<file path="src/rtl/ild_pkg.sv">
// ----------------------------------------------------------------------------
// ild_pkg: shared definitions for the IIR lowpass decimator
// Tap counts, coefficient table, control structs and sequencer states.
// ----------------------------------------------------------------------------
package ild_pkg;

  // Filter geometry.
  localparam int FF_TAPS    = 10;
  localparam int FB_TAPS    = 9;
  localparam int N_TAPS     = FF_TAPS + FB_TAPS;
  localparam int DECIMATION = 5;
  localparam int PHASE_W    = 3;
  localparam int STEP_W     = 5;
  localparam int DATA_W     = 32;
  localparam int SAMPLE_W   = 16;
  localparam int ACC_W      = 64;

  // Coefficients in signed Q6.26: feedforward b0..b9, then feedback a0..a8.
  localparam logic signed [DATA_W-1:0] COEF_TABLE [N_TAPS] = '{
    32'sd639172, 32'sd142802, 32'sd1877982, 32'sd1095906, 32'sd2155183,
    32'sd2155183, 32'sd1095906, 32'sd1877982, 32'sd142802, 32'sd639172,
    -32'sd289063040, 32'sd719449920, -32'sd1194942080, 32'sd1450737280,
    -32'sd1309585408, 32'sd880117824, -32'sd424878144, 32'sd135431648,
    -32'sd22554624
  };

  // Coefficient lookup by tap index.
  function automatic logic signed [DATA_W-1:0] coef_at(input logic [STEP_W-1:0] idx);
    logic signed [DATA_W-1:0] c;
    c = '0;
    for (int i = 0; i < N_TAPS; i++) begin
      if (idx == STEP_W'(i)) begin
        c = COEF_TABLE[i];
      end
    end
    return c;
  endfunction

  // Control of one history cell.
  typedef struct packed {
    logic shift;  // take the neighbor's value
    logic zero;   // take zero instead
  } cell_ctl_t;

  // Control of one multiply-accumulate issue.
  typedef struct packed {
    logic valid;  // a product is issued this cycle
    logic first;  // first tap of a sample: restart the accumulator
    logic fb;     // feedback tap: floor by 2^10 instead of scaling by 2^6
  } mac_ctl_t;

  // Sequencer states.
  typedef enum logic [1:0] {
    ST_IDLE,
    ST_RUN,
    ST_WAIT,
    ST_DONE
  } state_t;

endpackage

</file>
<file path="src/rtl/ild_ifs.sv">
// ----------------------------------------------------------------------------
// ild_ifs: channel interfaces of the IIR lowpass decimator
// Input sample channel and filtered result channel, valid/ready handshake.
// ----------------------------------------------------------------------------

// Input sample channel.
interface ild_in_if;
  logic                                  valid;
  logic                                  ready;
  logic signed [ild_pkg::SAMPLE_W-1:0]   sample_in;
  logic                                  clear_history;
  logic                                  last_in_block;

  modport source (output valid, output sample_in, output clear_history,
                  output last_in_block, input ready);
  modport sink   (input valid, input sample_in, input clear_history,
                  input last_in_block, output ready);
endinterface

// Filtered result channel.
interface ild_out_if;
  logic                                  valid;
  logic                                  ready;
  logic signed [ild_pkg::DATA_W-1:0]     filtered_out;

  modport source (output valid, output filtered_out, input ready);
  modport sink   (input valid, input filtered_out, output ready);
endinterface

</file>
<file path="src/rtl/ild_cell.sv">
// ----------------------------------------------------------------------------
// ild_cell: one history cell
// Holds one history entry and takes its neighbor's value when told to shift.
// ----------------------------------------------------------------------------
module ild_cell (
  input  logic                            clk,
  input  logic                            rst_n,
  input  ild_pkg::cell_ctl_t              ctl,
  input  logic [ild_pkg::DATA_W-1:0]      d_prev,
  output logic [ild_pkg::DATA_W-1:0]      q
);

  logic [ild_pkg::DATA_W-1:0] q_r;
  logic [ild_pkg::DATA_W-1:0] q_nxt;

  // Shift in the neighbor's value, or zero when the history is cleared.
  always_comb begin
    q_nxt = q_r;
    if (ctl.shift) begin
      q_nxt = ctl.zero ? '0 : d_prev;
    end
  end

  always_ff @(posedge clk) begin
    if (!rst_n) begin
      q_r <= '0;
    end else begin
      q_r <= q_nxt;
    end
  end

  assign q = q_r;

endmodule

</file>
<file path="src/rtl/ild_mac.sv">
// ----------------------------------------------------------------------------
// ild_mac: shared multiply-accumulate with rounding and saturation
// One registered 32x32 product per cycle, a 64-bit Q.32 accumulator, and
// round-half-up to saturated Q16.16.
// ----------------------------------------------------------------------------
module ild_mac (
  input  logic                                  clk,
  input  logic                                  rst_n,
  input  ild_pkg::mac_ctl_t                     ctl,
  input  logic signed [ild_pkg::DATA_W-1:0]     opa,
  input  logic signed [ild_pkg::DATA_W-1:0]     coef,
  output logic signed [ild_pkg::DATA_W-1:0]     y
);

  logic signed [ild_pkg::ACC_W-1:0] prod_r;
  logic signed [ild_pkg::ACC_W-1:0] prod_nxt;
  ild_pkg::mac_ctl_t                pctl_r;
  logic signed [ild_pkg::ACC_W-1:0] acc_r;
  logic signed [ild_pkg::ACC_W-1:0] acc_nxt;
  logic signed [ild_pkg::ACC_W-1:0] term;
  logic signed [ild_pkg::ACC_W-1:0] rnd;
  logic signed [ild_pkg::ACC_W-1:0] shifted;
  logic                             in_range;

  // Product stage.
  assign prod_nxt = ild_pkg::ACC_W'(opa) * ild_pkg::ACC_W'(coef);

  always_ff @(posedge clk) begin
    if (!rst_n) begin
      pctl_r <= '0;
    end else begin
      pctl_r <= ctl;
    end
  end

  always_ff @(posedge clk) begin
    prod_r <= prod_nxt;
  end

  // Align the product to Q.32: feedforward is exact, feedback is floored.
  assign term = pctl_r.fb ? (prod_r >>> 10) : (prod_r <<< 6);

  // Accumulate stage: feedforward terms are added, feedback terms subtracted.
  always_comb begin
    acc_nxt = acc_r;
    if (pctl_r.valid) begin
      if (pctl_r.first) begin
        acc_nxt = term;
      end else if (pctl_r.fb) begin
        acc_nxt = acc_r - term;
      end else begin
        acc_nxt = acc_r + term;
      end
    end
  end

  always_ff @(posedge clk) begin
    acc_r <= acc_nxt;
  end

  // Round half up to Q16.16 and saturate to 32 bits.
  assign rnd      = acc_r + 64'sd32768;
  assign shifted  = rnd >>> 16;
  assign in_range = (&shifted[ild_pkg::ACC_W-1:ild_pkg::DATA_W-1]) |
                    ~(|shifted[ild_pkg::ACC_W-1:ild_pkg::DATA_W-1]);

  always_comb begin
    if (in_range) begin
      y = shifted[ild_pkg::DATA_W-1:0];
    end else if (shifted[ild_pkg::ACC_W-1]) begin
      y = {1'b1, {(ild_pkg::DATA_W-1){1'b0}}};
    end else begin
      y = {1'b0, {(ild_pkg::DATA_W-1){1'b1}}};
    end
  end

endmodule

</file>
<file path="src/rtl/iir_lowpass_decimator_unit.sv">
// ----------------------------------------------------------------------------
// iir_lowpass_decimator_unit: ninth-order IIR lowpass, decimate by five
// Direct-form-I filter over two rotating rings of history cells and one
// shared multiply-accumulate.
// ----------------------------------------------------------------------------
// Each accepted sample is first shifted into the input ring (ST_IDLE). Then
// both rings rotate past the single shared multiplier one tap at a time
// (ST_RUN), the product and accumulate registers settle (ST_WAIT), and the
// result is written back into the output ring (ST_DONE); only after that is
// the next sample taken. A result is produced for every fifth
// sample of a block (when the phase is zero) and waits in an output register,
// so the next sample is already being filtered while it is taken; only when a
// new result is ready while the previous one is still untaken does the block
// hold until that transfer. Clear restarts both histories and the phase
// before its sample is used; a last-in-block sample restarts the phase after.
// ----------------------------------------------------------------------------
module iir_lowpass_decimator_unit (
  input  logic      clk,
  input  logic      rst_n,
  ild_in_if.sink    in_ch,
  ild_out_if.source out_ch
);

  localparam int FF = ild_pkg::FF_TAPS;
  localparam int FB = ild_pkg::FB_TAPS;

  ild_pkg::state_t                       state_r;
  ild_pkg::state_t                       state_nxt;
  logic [ild_pkg::STEP_W-1:0]            step_r;
  logic [ild_pkg::PHASE_W-1:0]           phase_r;
  logic [ild_pkg::PHASE_W-1:0]           phase_eff;
  logic [ild_pkg::PHASE_W:0]             phase_inc;
  logic                                  emit_r;
  logic                                  out_valid_r;
  logic                                  out_valid_nxt;
  logic signed [ild_pkg::DATA_W-1:0]     out_data_r;

  logic                                  in_ready;
  logic                                  accept;
  logic                                  can_finish;
  logic                                  out_load;
  logic                                  in_phase;

  ild_pkg::cell_ctl_t                    in_ctl  [FF];
  ild_pkg::cell_ctl_t                    out_ctl [FB];
  logic [ild_pkg::DATA_W-1:0]            in_q    [FF];
  logic [ild_pkg::DATA_W-1:0]            out_q   [FB];
  logic [ild_pkg::DATA_W-1:0]            in_d0;
  logic [ild_pkg::DATA_W-1:0]            out_d0;

  ild_pkg::mac_ctl_t                     mac_ctl;
  logic signed [ild_pkg::DATA_W-1:0]     mac_opa;
  logic signed [ild_pkg::DATA_W-1:0]     mac_coef;
  logic [ild_pkg::STEP_W-1:0]            coef_idx;
  logic signed [ild_pkg::DATA_W-1:0]     y;

  // Input ring: newest sample in cell 0, sign-extended to cell width.
  for (genvar i = 0; i < FF; i++) begin : g_in_ring
    if (i == 0) begin : g_head
      ild_cell u_cell (.clk(clk), .rst_n(rst_n), .ctl(in_ctl[i]),
                       .d_prev(in_d0), .q(in_q[i]));
    end else begin : g_body
      ild_cell u_cell (.clk(clk), .rst_n(rst_n), .ctl(in_ctl[i]),
                       .d_prev(in_q[i-1]), .q(in_q[i]));
    end
  end

  // Output ring: newest filter output in cell 0.
  for (genvar i = 0; i < FB; i++) begin : g_out_ring
    if (i == 0) begin : g_head
      ild_cell u_cell (.clk(clk), .rst_n(rst_n), .ctl(out_ctl[i]),
                       .d_prev(out_d0), .q(out_q[i]));
    end else begin : g_body
      ild_cell u_cell (.clk(clk), .rst_n(rst_n), .ctl(out_ctl[i]),
                       .d_prev(out_q[i-1]), .q(out_q[i]));
    end
  end

  // Shared multiply-accumulate.
  ild_mac u_mac (
    .clk  (clk),
    .rst_n(rst_n),
    .ctl  (mac_ctl),
    .opa  (mac_opa),
    .coef (mac_coef),
    .y    (y)
  );

  // The ring tails present the oldest entry first; tap index counts down.
  assign in_phase = (step_r < ild_pkg::STEP_W'(FF));
  assign coef_idx = in_phase ? ild_pkg::STEP_W'(FF - 1) - step_r
                             : ild_pkg::STEP_W'(2 * FF + FB - 1) - step_r;
  assign mac_opa  = in_phase ? $signed(in_q[FF-1]) : $signed(out_q[FB-1]);
  assign mac_coef = ild_pkg::coef_at(coef_idx);

  assign accept     = in_ch.valid && in_ready;
  assign can_finish = !emit_r || !out_valid_r || out_ch.ready;

  // Next state.
  always_comb begin
    state_nxt = state_r;
    unique case (state_r)
      ild_pkg::ST_IDLE: begin
        if (in_ch.valid) state_nxt = ild_pkg::ST_RUN;
      end
      ild_pkg::ST_RUN: begin
        if (step_r == ild_pkg::STEP_W'(ild_pkg::N_TAPS - 1)) state_nxt = ild_pkg::ST_WAIT;
      end
      ild_pkg::ST_WAIT: begin
        state_nxt = ild_pkg::ST_DONE;
      end
      ild_pkg::ST_DONE: begin
        if (can_finish) state_nxt = ild_pkg::ST_IDLE;
      end
      default: begin
        state_nxt = ild_pkg::ST_IDLE;
      end
    endcase
  end

  // Outputs of the sequencer: ring controls, issue and result load.
  always_comb begin
    in_ready = 1'b0;
    out_load = 1'b0;
    mac_ctl  = '0;
    in_d0    = in_q[FF-1];
    out_d0   = out_q[FB-1];
    for (int i = 0; i < FF; i++) in_ctl[i] = '0;
    for (int i = 0; i < FB; i++) out_ctl[i] = '0;
    unique case (state_r)
      ild_pkg::ST_IDLE: begin
        in_ready = 1'b1;
        if (in_ch.valid) begin
          // Shift the sample in; a clear zeroes every other entry.
          in_d0 = {{(ild_pkg::DATA_W - ild_pkg::SAMPLE_W){in_ch.sample_in[ild_pkg::SAMPLE_W-1]}},
                   in_ch.sample_in};
          for (int i = 0; i < FF; i++) begin
            in_ctl[i].shift = 1'b1;
            in_ctl[i].zero  = (i != 0) && in_ch.clear_history;
          end
          for (int i = 0; i < FB; i++) begin
            out_ctl[i].shift = in_ch.clear_history;
            out_ctl[i].zero  = in_ch.clear_history;
          end
        end
      end
      ild_pkg::ST_RUN: begin
        mac_ctl.valid = 1'b1;
        mac_ctl.first = (step_r == '0);
        mac_ctl.fb    = !in_phase;
        for (int i = 0; i < FF; i++) in_ctl[i].shift = in_phase;
        for (int i = 0; i < FB; i++) out_ctl[i].shift = !in_phase;
      end
      ild_pkg::ST_WAIT: begin
        mac_ctl = '0;
      end
      ild_pkg::ST_DONE: begin
        if (can_finish) begin
          // Write the filter output back into the feedback history.
          out_d0   = y;
          out_load = emit_r;
          for (int i = 0; i < FB; i++) out_ctl[i].shift = 1'b1;
        end
      end
      default: begin
        in_ready = 1'b0;
      end
    endcase
  end

  assign in_ch.ready = in_ready;

  // Phase after this sample, counted from the cleared phase if asked.
  assign phase_eff = in_ch.clear_history ? '0 : phase_r;
  assign phase_inc = {1'b0, phase_eff} + 1'b1;

  // Sequencer, step counter and phase.
  always_ff @(posedge clk) begin
    if (!rst_n) begin
      state_r <= ild_pkg::ST_IDLE;
      step_r  <= '0;
      phase_r <= '0;
      emit_r  <= 1'b0;
    end else begin
      state_r <= state_nxt;
      step_r  <= (state_r == ild_pkg::ST_RUN) ? step_r + 1'b1 : '0;
      if (accept) begin
        emit_r <= (phase_eff == '0);
        if (in_ch.last_in_block ||
            phase_inc >= (ild_pkg::PHASE_W + 1)'(ild_pkg::DECIMATION)) begin
          phase_r <= '0;
        end else begin
          phase_r <= phase_inc[ild_pkg::PHASE_W-1:0];
        end
      end
    end
  end

  // Output register: a result waits here until its transfer.
  always_comb begin
    out_valid_nxt = out_valid_r;
    if (out_valid_r && out_ch.ready) out_valid_nxt = 1'b0;
    if (out_load) out_valid_nxt = 1'b1;
  end

  always_ff @(posedge clk) begin
    if (!rst_n) begin
      out_valid_r <= 1'b0;
    end else begin
      out_valid_r <= out_valid_nxt;
    end
  end

  always_ff @(posedge clk) begin
    if (out_load) begin
      out_data_r <= y;
    end
  end

  assign out_ch.valid        = out_valid_r;
  assign out_ch.filtered_out = out_data_r;

endmodule

</file>
<file path="src/flat_wrapper.sv">
// flat-port wrapper written by rule: the top's interface ports become plain ports
module iir_lowpass_decimator_unit_flat 
  (clk, rst_n, in_ch_valid, in_ch_sample_in, in_ch_clear_history, in_ch_last_in_block, in_ch_ready, out_ch_valid, out_ch_filtered_out, out_ch_ready);
  ild_in_if in_ch_i ();
  ild_out_if out_ch_i ();
  input  logic clk;
  input  logic rst_n;
  input wire logic [$bits(in_ch_i.valid)-1:0] in_ch_valid;
  input wire logic [$bits(in_ch_i.sample_in)-1:0] in_ch_sample_in;
  input wire logic [$bits(in_ch_i.clear_history)-1:0] in_ch_clear_history;
  input wire logic [$bits(in_ch_i.last_in_block)-1:0] in_ch_last_in_block;
  output wire logic [$bits(in_ch_i.ready)-1:0] in_ch_ready;
  output wire logic [$bits(out_ch_i.valid)-1:0] out_ch_valid;
  output wire logic [$bits(out_ch_i.filtered_out)-1:0] out_ch_filtered_out;
  input wire logic [$bits(out_ch_i.ready)-1:0] out_ch_ready;
  assign in_ch_i.valid = in_ch_valid;
  assign in_ch_i.sample_in = in_ch_sample_in;
  assign in_ch_i.clear_history = in_ch_clear_history;
  assign in_ch_i.last_in_block = in_ch_last_in_block;
  assign in_ch_ready = in_ch_i.ready;
  assign out_ch_valid = out_ch_i.valid;
  assign out_ch_filtered_out = out_ch_i.filtered_out;
  assign out_ch_i.ready = out_ch_ready;
  iir_lowpass_decimator_unit u_core (.clk(clk), .rst_n(rst_n), .in_ch(in_ch_i), .out_ch(out_ch_i));
endmodule
</file>
<file path="config.mk">
export PLATFORM = sky130hd
export DESIGN_NAME = iir_lowpass_decimator_unit_flat
export DESIGN_NICKNAME = d
export VERILOG_FILES = /design/src/rtl/ild_pkg.sv /design/src/rtl/ild_ifs.sv /design/src/rtl/ild_cell.sv /design/src/rtl/ild_mac.sv /design/src/rtl/iir_lowpass_decimator_unit.sv /design/src/flat_wrapper.sv
export SDC_FILE = /design/constraint.sdc
export NUM_CORES = 2
export LEC_CHECK = 0
export BUFFER_PORTS_ARGS = -buffer_cell sky130_fd_sc_hd__buf_2
export CORE_AREA = 2 2 402 404
export DETAILED_ROUTE_END_ITERATION = 12
export DIE_AREA = 0 0 404 406
export HOLD_SLACK_MARGIN = 0.12
export PLACE_DENSITY = 0.65
export SLEW_MARGIN = 20
export SYNTH_ARGS = -nofsm -noshare
export SYNTH_HDL_FRONTEND = slang
export SYNTH_SLANG_ARGS = --single-unit
</file>
<file path="constraint.sdc">
create_clock -name clk -period 12.1 [get_ports clk]
set_input_delay 0 -clock clk [delete_from_list [all_inputs] [get_ports clk]]
set_output_delay 0 -clock clk [all_outputs]
set_load 0.005 [all_outputs]
</file>
==> load_flow_metrics.sql <==
INSERT INTO impl_metrics (metric_group, metric, value, unit) VALUES
('global_route', 'first_global_vias', '55100', ''),
('hold_path', 'hold_path_startpoint', 'in_ch_sample_in[15]', ''),
('worst_setup_path', 'critical_path_peak_fanout', '18', ''),
('yosys', 'ys_top_cells_by_area', 'fa_1 30%, dfxtp_1 19%, nand2_1 6.6%', ''),
('route', 'routedWlPerCell', '21.4', 'um'),
('power_and_ir_drop', 'power_switching_share', '0.400', ''),
('sta', 'slew-limit-headroom', '0.126', ''),
('final_layout', 'layout_commonest_cell', 'nand2_1', ''),
('yosys', 'synth_largest_area_cell', 'fa_1', ''),
('power_and_ir_drop', 'power-per-cell-area', '112', 'nW/um^2'),
('global_route', 'gr-total-overflow', '0', ''),
('yosys', 'synth_cell_types', '85', ''),
('power_and_ir_drop', 'clock_share_of_power', '0.297', ''),
('die', 'die_area', '164000', 'um^2'),
('route', 'drt-total-wl', '215000', 'um'),
('route', 'post-route-drc-count', '0', ''),
('final_layout', 'post_layout_net_count', '9272', ''),
('die', 'io_pins', '56', ''),
('sta', 'timing.hold.ws', '0.229', 'ns'),
('clock_network', 'clk_transition_reported_paths', '0.06', 'ns'),
('status', 'status', 'complete, no violations', ''),
('sta', 'final_max_slew_viol_count', '0', ''),
('worst_setup_path', 'worst_setup_end_kind', 'flop', ''),
('hold_path', 'timing.hold.worst_path_depth', '6', ''),
('global_route', 'wire_length_of_the_first_global_routing_pass', '330000', 'um'),
('route', 'via_per_inst', '5.53', ''),
('placement', 'dpl-instance-area', '73600', 'um^2'),
('global_route', 'grt_util_met3', '0.0658', ''),
('flow_run', 'timing.max_cap.violations', '0', ''),
('power_and_ir_drop', 'internal', '5170', 'uW'),
('worst_setup_path', 'rrSetupSlack', '0.87', 'ns'),
('yosys', 'synth.net_count', '9471', ''),
('worst_setup_path', 'worst_ep_required_time', '12.68', 'ns'),
('route', 'drt_pass1_iterations', '6', ''),
('clock_network', 'ctsRootBufferMaster', 'clkbuf_16', ''),
('global_route', 'global_route.peak_usage_layer', 'met2', ''),
('clock_network', 'cts.path.max_buffers', '3', ''),
('power_and_ir_drop', 'power_leakage', '0.0319', 'uW'),
('sta', 'finalCriticalPeriod', '11.23', 'ns'),
('route', 'drtIter0Drc', '4955', ''),
('clock_network', 'cts_post_setup_buffers_inserted', '0', ''),
('worst_setup_path', 'worst_setup_path_start_kind', 'flop', ''),
('clock_network', 'h-tree-depth', '3', ''),
('sta', 'setup_slack', '0.869', 'ns'),
('placement', 'gp_routability_congestion', '0.973', ''),
('yosys', 'ys_ff_latch', '783', ''),
('final_layout', 'syn2layout_area_growth', '7.39', '%'),
('global_route', 'groute.usage.overall', '0.261', ''),
('die', 'die_height', '406', 'um'),
('route', 'via_count', '55600', ''),
('sta', 'finClkSkew', '0.0450', 'ns'),
('power_and_ir_drop', 'combPwrFrac', '0.348', ''),
('worst_setup_path', 'timing.critical_path.slowest_cell_delay', '0.65', 'ns'),
('global_route', 'grt_met1_use', '0.360', ''),
('yosys', 'average_footprint_of_a_synthesized_cell', '8.81', 'um^2'),
('hold_path', 'min_path_type', 'in -> reg', ''),
('yosys', 'synth_top_area_share', '0.304', ''),
('worst_setup_path', 'rr_startpoint', 'u_core.step_r[2]', ''),
('final_layout', 'layout_common_cells', '1262 x nand2_1, 1118 x inv_1, 1083 x fa_1', ''),
('final_layout', 'final_design_area_no_fill', '76700', 'um^2'),
('placement', 'detailedPlace.worstSlack', '0.964', 'ns'),
('sta', 'fmax', '0.0890', 'GHz'),
('sta', 'setup_viol', '0', ''),
('global_route', 'gr-usage-met2', '0.393', ''),
('yosys', 'netlist_area', '71400', 'um^2'),
('sta', 'setup_repair_after_global_routing_missed_its_margin', 'false', ''),
('global_route', 'grt_start_max_net_pins', '244', ''),
('worst_setup_path', 'r2r_end', 'u_core.u_mac.prod_r[61]', ''),
('yosys', 'synthesis.instances', '8106', ''),
('worst_setup_path', 'criticalPathCategory', 'reg -> reg', ''),
('power_and_ir_drop', 'sequentialPowerShare', '0.355', '');
per-stage QoR:
| stage | total power [uW] | util | instances |
|---|---|---|---|
| after floorplan | 5150 | - | 8106 |
| final | 8620 | 0.480 | 10100 |
| after detailed placement | 6040 | 0.461 | 9879 |
| after global routing | 9060 | 0.480 | 10100 |
| after CTS | 8630 | 0.480 | 10100 |
| after global placement | 6030 | 0.461 | 9879 |
cells in the mapped netlist (35+ instances only):
cell,count
o21ai_0,138
mux2_2,49
dfxtp_1,687
and3_1,46
fa_1,1083
nor2_1,695
clkbuf_1,455
xor2_1,99
a21oi_1,581
ha_1,260
a21o_1,81
nor2b_1,308
mux2i_1,71
edfxtp_1,96
o211a_1,35
nand3_1,83
nand4_1,42
nor3_1,51
xnor2_1,123
inv_1,1118
a22oi_1,298
nand2_1,1264
sequential cells by signal, indices dropped and copies added, names as in the netlist:
| name | count |
|---|---|
| u_core.emit_r | 1 |
| u_core.g_in_ring.g_body.u_cell.q | 288 |
| u_core.g_in_ring.g_head.u_cell.q | 32 |
| u_core.g_out_ring.g_body.u_cell.q | 256 |
| u_core.g_out_ring.g_head.u_cell.q | 32 |
| u_core.out_ch.filtered_out | 32 |
| u_core.out_ch.valid | 1 |
| u_core.phase_r | 3 |
| u_core.state_r | 2 |
| u_core.step_r | 5 |
| u_core.u_mac.acc_r | 64 |
| u_core.u_mac.pctl_r | 3 |
| u_core.u_mac.prod_r | 64 |
power groups by stage:
stage	registers [uW]	clock network [uW]	logic, uW
final	3060	2560	3000
after global routing	3080	2720	3250
after CTS	3060	2620	2960
after detailed placement	3110	0	2930
after global placement	3110	0	2920
after floorplan	3060	0	2090
critical path: cells and delay by family, from the launching register on:
kind | cells | cell delay (ns)
AOI/OAI and AO/OA | 8 | 3.14
xor gates and xnor gates | 1 | 0.17
adders and majority gates | 10 | 4.69
buffers and inverters | 7 | 1.06
DFF | 1 | 0.39
muxes | 1 | 0.52
and+or+nand+nor | 5 | 1.14
metal layers:
metal,vias up,part of all wire
met5,-,0.00013
met4,4,0.041
met3,387,0.095
met2,2077,0.43
met1,27800,0.43
li1,25300,-
layout make-up:
class	instances	area, um^2
diodes	2	5.00
clock buffers	118	2410
clock inverters	27	334
fillers	15200	83000
inverters	1118	4200
multi-input cells	5717	49000
flip-flops and latches	783	16600
well taps	2086	2610
repair buffers	204	1510
how the worst max path moves through the flow:
| stage | endpoint | startpoint | depth (start not counted) | slack [ns] |
|---|---|---|---|---|
| 3_3_place_gp | u_core.u_mac.prod_r[62] | u_core.step_r[2] | 29 | 1.08 |
| 3_5_place_dp | u_core.u_mac.prod_r[62] | u_core.step_r[2] | 29 | 0.96 |
| 6_report | u_core.u_mac.prod_r[61] | u_core.step_r[2] | 32 | 0.87 |
| 4_1_cts | u_core.u_mac.prod_r[62] | u_core.step_r[2] | 29 | 0.99 |
| 2_1_floorplan | u_core.u_mac.prod_r[63] | u_core.step_r[2] | 34 | 2.62 |
| 5_1_grt | u_core.u_mac.prod_r[62] | u_core.step_r[2] | 29 | 0.36 |
repair_timing:
item / CTS / global route
endpoints found under the setup margin: 0 / 0
hold endpoints to repair: 87 / 0
hold buffers: 29 / 0
kinds of logic after synthesis:
logic type               synth area share
AND/OR/NAND/NOR                     0.164
flip-flops                          0.233
AO/OA/AOI/OAI                       0.124
XOR/XNOR                           0.0272
buffers and inverters              0.0849
adder cells (fa/ha/maj)             0.349
multiplexers                       0.0178
No activity file was read; power rests on OpenSTA's default activity.
